<file path="config.mk">
export PLATFORM = sky130hd
export DESIGN_NAME = marching_squares_midpoint_contour_unit
export DESIGN_NICKNAME = d
export VERILOG_FILES = /design/src/rtl/msmc_pkg.sv /design/src/rtl/msmc_ram.sv /design/src/rtl/msmc_front.sv /design/src/rtl/msmc_queue.sv /design/src/rtl/msmc_back.sv /design/src/rtl/marching_squares_midpoint_contour_unit.sv
export SDC_FILE = /design/constraint.sdc
export NUM_CORES = 2
export LEC_CHECK = 0
export BUFFER_PORTS_ARGS = -buffer_cell sky130_fd_sc_hd__buf_2
export CORE_MARGIN = 2
export CORE_UTILIZATION = 57
export DETAILED_ROUTE_END_ITERATION = 10
export PLACE_DENSITY = 0.79
export SYNTH_ARGS = -nofsm -noshare
export SYNTH_HDL_FRONTEND = slang
export SYNTH_SLANG_ARGS = --single-unit
export TNS_END_PERCENT = 30
</file>
<file path="constraint.sdc">
create_clock -name aclk -period 17.5 [get_ports aclk]
set_clock_uncertainty 0.2 [all_clocks]
set_input_delay 1.75 -clock aclk [delete_from_list [all_inputs] [get_ports aclk]]
set_output_delay 1.75 -clock aclk [all_outputs]
set_load 0.01 [all_outputs]
</file>
<file path="src/rtl/msmc_pkg.sv">
package msmc_pkg;

    localparam int MAX_WIDTH_DEF  = 1024;
    localparam int MAX_HEIGHT_DEF = 1024;

    localparam int SAMPLE_W   = 8;
    localparam int COORD_W    = 11;
    localparam int CODE_W     = 4;
    localparam int CFG_IDX_W  = 2;
    localparam int CFG_DATA_W = 11;
    localparam int S_TDATA_W  = 8;
    localparam int M_TDATA_W  = 48;
    localparam int QUEUE_DEPTH = 4;
    localparam int MIN_SIZE   = 2;

    localparam logic [CFG_IDX_W-1:0] REG_ISO_LEVEL   = 2'd0;
    localparam logic [CFG_IDX_W-1:0] REG_GRID_WIDTH  = 2'd1;
    localparam logic [CFG_IDX_W-1:0] REG_GRID_HEIGHT = 2'd2;

    localparam logic [SAMPLE_W-1:0]   ISO_RESET  = 8'd127;
    localparam logic [CFG_DATA_W-1:0] SIZE_RESET = 11'd1024;

    localparam logic [CODE_W-1:0] CASE_EMPTY    = 4'd0;
    localparam logic [CODE_W-1:0] CASE_FULL     = 4'd15;
    localparam logic [CODE_W-1:0] CASE_SADDLE_A = 4'd5;
    localparam logic [CODE_W-1:0] CASE_SADDLE_B = 4'd10;

    // One closed cell waiting for expansion.
    typedef struct packed {
        logic [COORD_W-1:0] bx;
        logic [COORD_W-1:0] by;
        logic [CODE_W-1:0]  code;
    } cell_t;

    // Endpoint offsets in half-cell units.
    typedef struct packed {
        logic [1:0] sx;
        logic [1:0] sy;
        logic [1:0] ex;
        logic [1:0] ey;
    } seg_ofs_t;

    localparam logic [7:0] SEG_FIRST [16] = '{
        8'h00, 8'h16, 8'h69, 8'h19, 8'h49, 8'h69, 8'h46, 8'h14,
        8'h14, 8'h46, 8'h16, 8'h49, 8'h19, 8'h69, 8'h16, 8'h00
    };
    localparam logic [7:0] SEG_SECOND [16] = '{
        8'h00, 8'h00, 8'h00, 8'h00, 8'h00, 8'h14, 8'h00, 8'h00,
        8'h00, 8'h00, 8'h49, 8'h00, 8'h00, 8'h00, 8'h00, 8'h00
    };

    function automatic seg_ofs_t seg_offsets(input logic [CODE_W-1:0] code,
                                             input logic second);
        seg_ofs_t r;
        r = second ? seg_ofs_t'(SEG_SECOND[code]) : seg_ofs_t'(SEG_FIRST[code]);
        return r;
    endfunction

endpackage

</file>
<file path="src/rtl/msmc_ram.sv">
module msmc_ram #(
    parameter int WIDTH = 1,
    parameter int DEPTH = 1024
) (
    input  logic                     aclk,
    input  logic                     wr_en,
    input  logic [$clog2(DEPTH)-1:0] wr_addr,
    input  logic [WIDTH-1:0]         wr_data,
    input  logic [$clog2(DEPTH)-1:0] rd_addr,
    output logic [WIDTH-1:0]         rd_data
);

    logic [WIDTH-1:0] mem [DEPTH];

    always_ff @(posedge aclk) begin
        if (wr_en) begin
            mem[wr_addr] <= wr_data;
        end
        rd_data <= mem[rd_addr];
    end

endmodule

</file>
<file path="src/rtl/msmc_front.sv">
module msmc_front #(
    parameter int MAX_WIDTH  = msmc_pkg::MAX_WIDTH_DEF,
    parameter int MAX_HEIGHT = msmc_pkg::MAX_HEIGHT_DEF
) (
    input  logic                             aclk,
    input  logic                             aresetn,
    input  logic                             cfg_wr_en,
    input  logic [msmc_pkg::CFG_IDX_W-1:0]   cfg_index,
    input  logic [msmc_pkg::CFG_DATA_W-1:0]  cfg_wr_data,
    input  logic                             s_tvalid,
    output logic                             s_tready,
    input  logic [msmc_pkg::SAMPLE_W-1:0]    sample,
    input  logic                             q_full,
    output logic                             q_push,
    output msmc_pkg::cell_t                  q_cell
);

    import msmc_pkg::*;

    localparam int COL_W = $clog2(MAX_WIDTH);
    localparam int ROW_W = $clog2(MAX_HEIGHT);
    localparam int WCMP  = ((MAX_WIDTH  > 2047) ? $clog2(MAX_WIDTH + 1)  : CFG_DATA_W) + 1;
    localparam int HCMP  = ((MAX_HEIGHT > 2047) ? $clog2(MAX_HEIGHT + 1) : CFG_DATA_W) + 1;

    logic [SAMPLE_W-1:0]   iso_reg;
    logic [CFG_DATA_W-1:0] gw_reg;
    logic [CFG_DATA_W-1:0] gh_reg;
    logic [COL_W-1:0]      col_reg, col_next;
    logic [ROW_W-1:0]      row_reg, row_next;
    logic                  left_cur_reg, left_above_reg;
    logic                  run_reg;

    logic            accept, cur, tr, col_wrap, row_wrap;
    logic [WCMP-1:0] w_eff, gw_ext;
    logic [HCMP-1:0] h_eff, gh_ext;
    logic [COL_W-1:0] rd_addr, col_m1;
    logic [ROW_W-1:0] row_m1;
    logic [COL_W:0]   bx_full;
    logic [ROW_W:0]   by_full;
    logic [CODE_W-1:0] code;

    assign s_tready = run_reg && !q_full;
    assign accept   = s_tvalid && s_tready;
    assign cur      = (sample >= iso_reg);

    always_comb begin
        gw_ext = WCMP'(gw_reg);
        gh_ext = HCMP'(gh_reg);
        if (gw_ext < WCMP'(MIN_SIZE)) begin
            w_eff = WCMP'(MIN_SIZE);
        end else if (gw_ext > WCMP'(MAX_WIDTH)) begin
            w_eff = WCMP'(MAX_WIDTH);
        end else begin
            w_eff = gw_ext;
        end
        if (gh_ext < HCMP'(MIN_SIZE)) begin
            h_eff = HCMP'(MIN_SIZE);
        end else if (gh_ext > HCMP'(MAX_HEIGHT)) begin
            h_eff = HCMP'(MAX_HEIGHT);
        end else begin
            h_eff = gh_ext;
        end
        col_wrap = (WCMP'(col_reg) + WCMP'(1)) >= w_eff;
        row_wrap = (HCMP'(row_reg) + HCMP'(1)) >= h_eff;
        col_next = col_wrap ? '0 : col_reg + 1'b1;
        if (!col_wrap) begin
            row_next = row_reg;
        end else if (row_wrap) begin
            row_next = '0;
        end else begin
            row_next = row_reg + 1'b1;
        end
        rd_addr = accept ? col_next : col_reg;
    end

    // Line buffer of inside bits; read data always holds entry col_reg.
    msmc_ram #(
        .WIDTH (1),
        .DEPTH (MAX_WIDTH)
    ) u_line (
        .aclk    (aclk),
        .wr_en   (accept),
        .wr_addr (col_reg),
        .wr_data (cur),
        .rd_addr (rd_addr),
        .rd_data (tr)
    );

    always_comb begin
        col_m1  = col_reg - 1'b1;
        row_m1  = row_reg - 1'b1;
        bx_full = {col_m1, 1'b0};
        by_full = {row_m1, 1'b0};
        code    = {left_above_reg, tr, cur, left_cur_reg};
        q_cell.bx   = COORD_W'(bx_full);
        q_cell.by   = COORD_W'(by_full);
        q_cell.code = code;
        q_push = accept && (col_reg != '0) && (row_reg != '0)
                 && (code != CASE_EMPTY) && (code != CASE_FULL);
    end

    always_ff @(posedge aclk) begin
        if (!aresetn) begin
            iso_reg        <= ISO_RESET;
            gw_reg         <= SIZE_RESET;
            gh_reg         <= SIZE_RESET;
            col_reg        <= '0;
            row_reg        <= '0;
            left_cur_reg   <= 1'b0;
            left_above_reg <= 1'b0;
            run_reg        <= 1'b0;
        end else begin
            run_reg <= 1'b1;
            if (cfg_wr_en) begin
                case (cfg_index)
                    REG_ISO_LEVEL:   iso_reg <= cfg_wr_data[SAMPLE_W-1:0];
                    REG_GRID_WIDTH:  gw_reg  <= cfg_wr_data;
                    REG_GRID_HEIGHT: gh_reg  <= cfg_wr_data;
                    default: ;
                endcase
            end
            if (accept) begin
                col_reg        <= col_next;
                row_reg        <= row_next;
                left_cur_reg   <= cur;
                left_above_reg <= tr;
            end
        end
    end

endmodule

</file>
<file path="src/rtl/msmc_queue.sv">
module msmc_queue #(
    parameter int DEPTH = msmc_pkg::QUEUE_DEPTH
) (
    input  logic            aclk,
    input  logic            aresetn,
    input  logic            push,
    input  msmc_pkg::cell_t push_data,
    output logic            full,
    input  logic            pop,
    output logic            empty,
    output msmc_pkg::cell_t head
);

    import msmc_pkg::*;

    localparam int PTR_W = (DEPTH > 1) ? $clog2(DEPTH) : 1;
    localparam int CNT_W = $clog2(DEPTH + 1);

    cell_t            slot_reg [DEPTH];
    logic [PTR_W-1:0] wr_ptr_reg, wr_ptr_next;
    logic [PTR_W-1:0] rd_ptr_reg, rd_ptr_next;
    logic [CNT_W-1:0] cnt_reg, cnt_next;

    assign full  = (cnt_reg == CNT_W'(DEPTH));
    assign empty = (cnt_reg == '0);
    assign head  = slot_reg[rd_ptr_reg];

    always_comb begin
        wr_ptr_next = wr_ptr_reg;
        rd_ptr_next = rd_ptr_reg;
        cnt_next    = cnt_reg;
        if (push) begin
            wr_ptr_next = (wr_ptr_reg == PTR_W'(DEPTH - 1)) ? '0 : wr_ptr_reg + 1'b1;
        end
        if (pop) begin
            rd_ptr_next = (rd_ptr_reg == PTR_W'(DEPTH - 1)) ? '0 : rd_ptr_reg + 1'b1;
        end
        if (push && !pop) begin
            cnt_next = cnt_reg + 1'b1;
        end else if (pop && !push) begin
            cnt_next = cnt_reg - 1'b1;
        end
    end

    always_ff @(posedge aclk) begin
        if (!aresetn) begin
            wr_ptr_reg <= '0;
            rd_ptr_reg <= '0;
            cnt_reg    <= '0;
        end else begin
            wr_ptr_reg <= wr_ptr_next;
            rd_ptr_reg <= rd_ptr_next;
            cnt_reg    <= cnt_next;
        end
    end

    always_ff @(posedge aclk) begin
        if (push) begin
            slot_reg[wr_ptr_reg] <= push_data;
        end
    end

endmodule

</file>
<file path="src/rtl/msmc_back.sv">
module msmc_back (
    input  logic                             aclk,
    input  logic                             aresetn,
    input  logic                             q_empty,
    input  msmc_pkg::cell_t                  q_head,
    output logic                             q_pop,
    output logic                             m_tvalid,
    input  logic                             m_tready,
    output logic [msmc_pkg::M_TDATA_W-1:0]   m_tdata,
    output logic                             m_tlast
);

    import msmc_pkg::*;

    logic                  valid_reg, valid_next;
    logic                  phase_reg, phase_next;
    logic [COORD_W-1:0]    sx_reg, sy_reg, ex_reg, ey_reg;
    logic                  last_reg;
    logic                  load, saddle, last_seg;
    seg_ofs_t              ofs;

    always_comb begin
        load     = !valid_reg || m_tready;
        saddle   = q_head.code inside {CASE_SADDLE_A, CASE_SADDLE_B};
        last_seg = !saddle || phase_reg;
        ofs      = seg_offsets(q_head.code, phase_reg);
        q_pop    = load && !q_empty && last_seg;
        valid_next = load ? !q_empty : valid_reg;
        phase_next = phase_reg;
        if (load && !q_empty) begin
            phase_next = !last_seg;
        end
    end

    always_ff @(posedge aclk) begin
        if (!aresetn) begin
            valid_reg <= 1'b0;
            phase_reg <= 1'b0;
        end else begin
            valid_reg <= valid_next;
            phase_reg <= phase_next;
        end
    end

    always_ff @(posedge aclk) begin
        if (load && !q_empty) begin
            sx_reg   <= q_head.bx + COORD_W'(ofs.sx);
            sy_reg   <= q_head.by + COORD_W'(ofs.sy);
            ex_reg   <= q_head.bx + COORD_W'(ofs.ex);
            ey_reg   <= q_head.by + COORD_W'(ofs.ey);
            last_reg <= last_seg;
        end
    end

    assign m_tvalid = valid_reg;
    assign m_tlast  = last_reg;
    assign m_tdata  = {(M_TDATA_W - 4 * COORD_W)'(0), ey_reg, ex_reg, sy_reg, sx_reg};

endmodule

</file>
<file path="src/rtl/marching_squares_midpoint_contour_unit.sv">
// Throughput: one sample word per cycle while the cell queue is not full; one
// segment word per cycle on m_ while m_tready is high and a cell is queued.
// Saddle cells give two words; a four-entry queue absorbs bursts ahead of the
// output register. Line buffer: one-bit RAM, MAX_WIDTH deep, written and read
// once per sample. Reset (aresetn low, synchronous): counters, left bits,
// queue, output valid and registers to defaults; the line buffer is not cleared.
module marching_squares_midpoint_contour_unit #(
    parameter int MAX_WIDTH  = msmc_pkg::MAX_WIDTH_DEF,
    parameter int MAX_HEIGHT = msmc_pkg::MAX_HEIGHT_DEF
) (
    input  logic                             aclk,
    input  logic                             aresetn,
    input  logic                             cfg_wr_en,
    input  logic [msmc_pkg::CFG_IDX_W-1:0]   cfg_index,
    input  logic [msmc_pkg::CFG_DATA_W-1:0]  cfg_wr_data,
    input  logic                             s_tvalid,
    output logic                             s_tready,
    input  logic [msmc_pkg::S_TDATA_W-1:0]   s_tdata,   // sample[7:0]
    output logic                             m_tvalid,
    input  logic                             m_tready,
    // start_x[10:0], start_y[21:11], end_x[32:22], end_y[43:33], zero[47:44]
    output logic [msmc_pkg::M_TDATA_W-1:0]   m_tdata,
    output logic                             m_tlast
);

    import msmc_pkg::*;

    logic  q_full, q_push, q_pop, q_empty;
    cell_t q_cell, q_head;

    msmc_front #(
        .MAX_WIDTH  (MAX_WIDTH),
        .MAX_HEIGHT (MAX_HEIGHT)
    ) u_front (
        .aclk        (aclk),
        .aresetn     (aresetn),
        .cfg_wr_en   (cfg_wr_en),
        .cfg_index   (cfg_index),
        .cfg_wr_data (cfg_wr_data),
        .s_tvalid    (s_tvalid),
        .s_tready    (s_tready),
        .sample      (s_tdata[SAMPLE_W-1:0]),
        .q_full      (q_full),
        .q_push      (q_push),
        .q_cell      (q_cell)
    );

    msmc_queue #(
        .DEPTH (QUEUE_DEPTH)
    ) u_queue (
        .aclk      (aclk),
        .aresetn   (aresetn),
        .push      (q_push),
        .push_data (q_cell),
        .full      (q_full),
        .pop       (q_pop),
        .empty     (q_empty),
        .head      (q_head)
    );

    msmc_back u_back (
        .aclk     (aclk),
        .aresetn  (aresetn),
        .q_empty  (q_empty),
        .q_head   (q_head),
        .q_pop    (q_pop),
        .m_tvalid (m_tvalid),
        .m_tready (m_tready),
        .m_tdata  (m_tdata),
        .m_tlast  (m_tlast)
    );

endmodule

</file>
==> impl_results.md <==
- Starting DRC count in detailed routing: 6,973
- Max Slew Vio Count: 0
- Grt ovf: 0
- Clock Tree Buf Depth: 3
- Async SR Flop Fraction: 0%
- Top_reg_cell synth: edfxtp_1
- DRT Wirelength: 164,700 um
- YS warnings: 0
- Global-route wire length before repair: 241,600 um
- Number of routed nets with antenna violations: 0
- Fmax: 108.2 MHz
- Crit start category: register
- Largest net degree at the start of global routing: 264
- Status: complete, no violations
- Clock root buffer: clkbuf_16
- Die area: 100,400 um^2
- Max-slew headroom: 6.935%
- Total design power: 6.834 mW
- CTS Sinks: 1,230
- Max-cap viol count: 0
- Layout overhead on the synthesized area: 8.587%
- Overall global routing resource usage: 32.53%
- Width of the die: 316.9 um
- EDFF count, synth: 1,165
- TritonCTS buffer count: 118
- Crit path buffers/inverters: 4
- Total I/O pin count: 77
- Max reg flops: 1,024
- Most frequent cells in the layout: edfxtp_1 (1,165), nor2_1 (1,139), nand2_1 (719), nand3_1 (261), mux2i_1 (205)
- Final net count: 4,886
- Post-synthesis simple-gate area fraction: 17.80%
- Finish-stage setup viols: 0
- Fin crit period: 9.243 ns
- Slowest-stage cell, CP: buf_4
- Drt pass-1 iters: 7
- Drt drc: 0
- Fin util: 62.57%
- Most common cell after layout, fill and taps aside: edfxtp_1
- Crit path required time: 17.97 ns
- Placed cells: 5,962
- Post-Synth XOR/XNOR Area: 0.8004%
- Vias in the first global route: 38,630
- Area of the core: 96,850 um^2
- CP cell instances: ha_1 > and2_1 > nand2_1 > nor2_1 > ha_1 > and3_4 > nand3_4 > or3_1 > a31oi_4 > buf_4 > buf_12 > buf_4 > buf_4 > nand2_1 > nand2_1 > a21oi_1 > a211o_1 > a32oi_1 > a211oi_1 > or4_1 > nand4_1
- Hpwl dp: 93,520 um
- I/O Buffers: 72
- Initial antenna violation count: 4
- Fin crit share: 52.82%
- Post-CTS Resized: 0
- Compound-Gate Fraction of Synth Area: 6.721%
- CP endpoint kind: register
- HP Class: reg -> reg
- Post-synthesis adder-cell area fraction: 1.202%
- Wirelength per Cell: 26.61 um
- Critical path type: reg -> reg
- Mux share of post-synthesis cell area: 4.746%
- Post-synth cell types: 90
- Vias per std cell: 6.545
- RD Place Congestion: 0.9626
- Max rail drop VDD: 0.09380 mV
- Row Count: 114
- Worst Path Max Fanout: 152
- Initial Utilization: 57.62%
- # hold bufs at CTS: 0
- Postcts setup bufs: 0
- Seq/Total Area, Yosys: 65.02%
- Avg Inst Size Synth: 11.36 um^2
- Post-Route Setup TNS: 0 ns
- Vias: 40,500
- Worst slew pin tran: 1.392 ns
- Largest family of logic cells by synthesized area: simple AND/OR/NAND/NOR gates
- Worst-path clk slew: 0.07 ns
- Die Y: 316.9 um
- Cell family with most CP delay: simple AND/OR/NAND/NOR gates
- Hold Vio Cnt, Final: 0
- Slowest Stage Delay on Critical Path: 0.84 ns
- Synth Cell Area: 55,810 um^2
- Cells after Synth: 4,914
- CTS H-tree lvls: 3
- Yosys reg bits: 1,230
- Layout cells sized above 1: 9.152%
- Pleak: 19.89 nW
- Worst Hold Slack: 0.2709 ns
- Worst skew pair latency: 0.73 ns
- Layout Cells excl Fill: 6,188
- RSZ-0062 raised after global routing: no
- CTS tree: done
- Worst path arrival time: 9.71 ns
- Cell Pwr Density: 112.8 nW/um^2
power by group:
part,internal [mW],switching (mW)
Clock,1.41,1.11
Sequential,3.35,0.0408
Combinational,0.292,0.632
area by class of cell:
class	count	area [um^2]
well taps	1276	1597
multi-input cells	3245	17620
diodes	6	15.01
flip-flops and latches	1230	36290
clock buffers	147	3083
clock inverters	72	680.7
repair buffers	177	1184
inverters	35	138.9
fillers	7247	36250
worst register-to-register path: stages (launching register included):
cell and delay [ns]:
dfxtp_1 0.71, ha_1 0.44, and2_1 0.60, nand2_1 0.71, nor2_1 0.41, ha_1 0.21
and3_4 0.22, nand3_4 0.11, or3_1 0.60, a31oi_4 0.26, buf_4 0.62, buf_12 0.63
buf_4 0.94, buf_4 0.84, nand2_1 0.15, nand2_1 0.09, a21oi_1 0.07, a211o_1 0.31
a32oi_1 0.25, a211oi_1 0.13, or4_1 0.61, nand4_1 0.10
path summary, 6_finish.rpt:
kind	from	end	slack (ns)	cells past startpoint
max	u_front.col_reg[0]$_SDFF_PN0_	u_front.u_line.rd_data$_DFF_P_	8.26	21
min	u_front.iso_reg[7]$_SDFFE_PN0P_	u_front.iso_reg[7]$_SDFFE_PN0P_	0.27	2
max reg2reg	u_front.col_reg[0]$_SDFF_PN0_	u_front.u_line.rd_data$_DFF_P_	8.26	21
min reg2reg	u_front.iso_reg[7]$_SDFFE_PN0P_	u_front.iso_reg[7]$_SDFFE_PN0P_	0.27	2
cell families (layout without fill, tap and decap cells):
| kind of cell | after synthesis | after routing |
|---|---|---|
| AO/OA/AOI/OAI | 522 | 522 |
| XOR/XNOR | 51 | 51 |
| adder cells (fa/ha/maj) | 53 | 53 |
| buffers and inverters | 442 | 431 |
| flip-flops | 1230 | 1230 |
| multiplexers | 235 | 235 |
| other | 1 | 10 |
| AND/OR/NAND/NOR | 2380 | 2380 |
synth_stat cells, types with 26 or more instances:
master    count  share of area [%]
nand2_1     734                4.9
a211oi_1     30               0.40
a21oi_1      78               0.70
o22ai_1      28               0.31
and3_1       34               0.38
xor2_1       27               0.42
nor3_1       28               0.25
a31oi_1      81               0.91
a221oi_1     39               0.61
inv_1        31               0.21
clkbuf_1    250                1.7
edfxtp_1   1165                 63
buf_4        34               0.46
o21ai_0      44               0.39
nor2b_1      50               0.56
and2_1       28               0.31
mux2i_1     205                3.7
dfxtp_1      65                2.3
buf_2        72               0.65
ha_1         52                1.2
a32oi_1      48               0.75
buf_1        26               0.17
nand3_1     262                2.3
nor2_1     1140                7.7
metal layers:
metal  GRT usage, %  share of wire, %
met1          41.39                34
met5              0             0.080
met3          9.573                14
met2          49.88                45
met4          18.92               6.7
metrics by stage:
step	setup WS [ns]	instance area, um^2
after floorplan	1.013	55820
after global placement	8.913	56800
after CTS	8.640	60580
after global routing	8.153	60590
after detailed placement	8.681	56820
final	8.257	60600
Power figures use the tool's default switching activity.
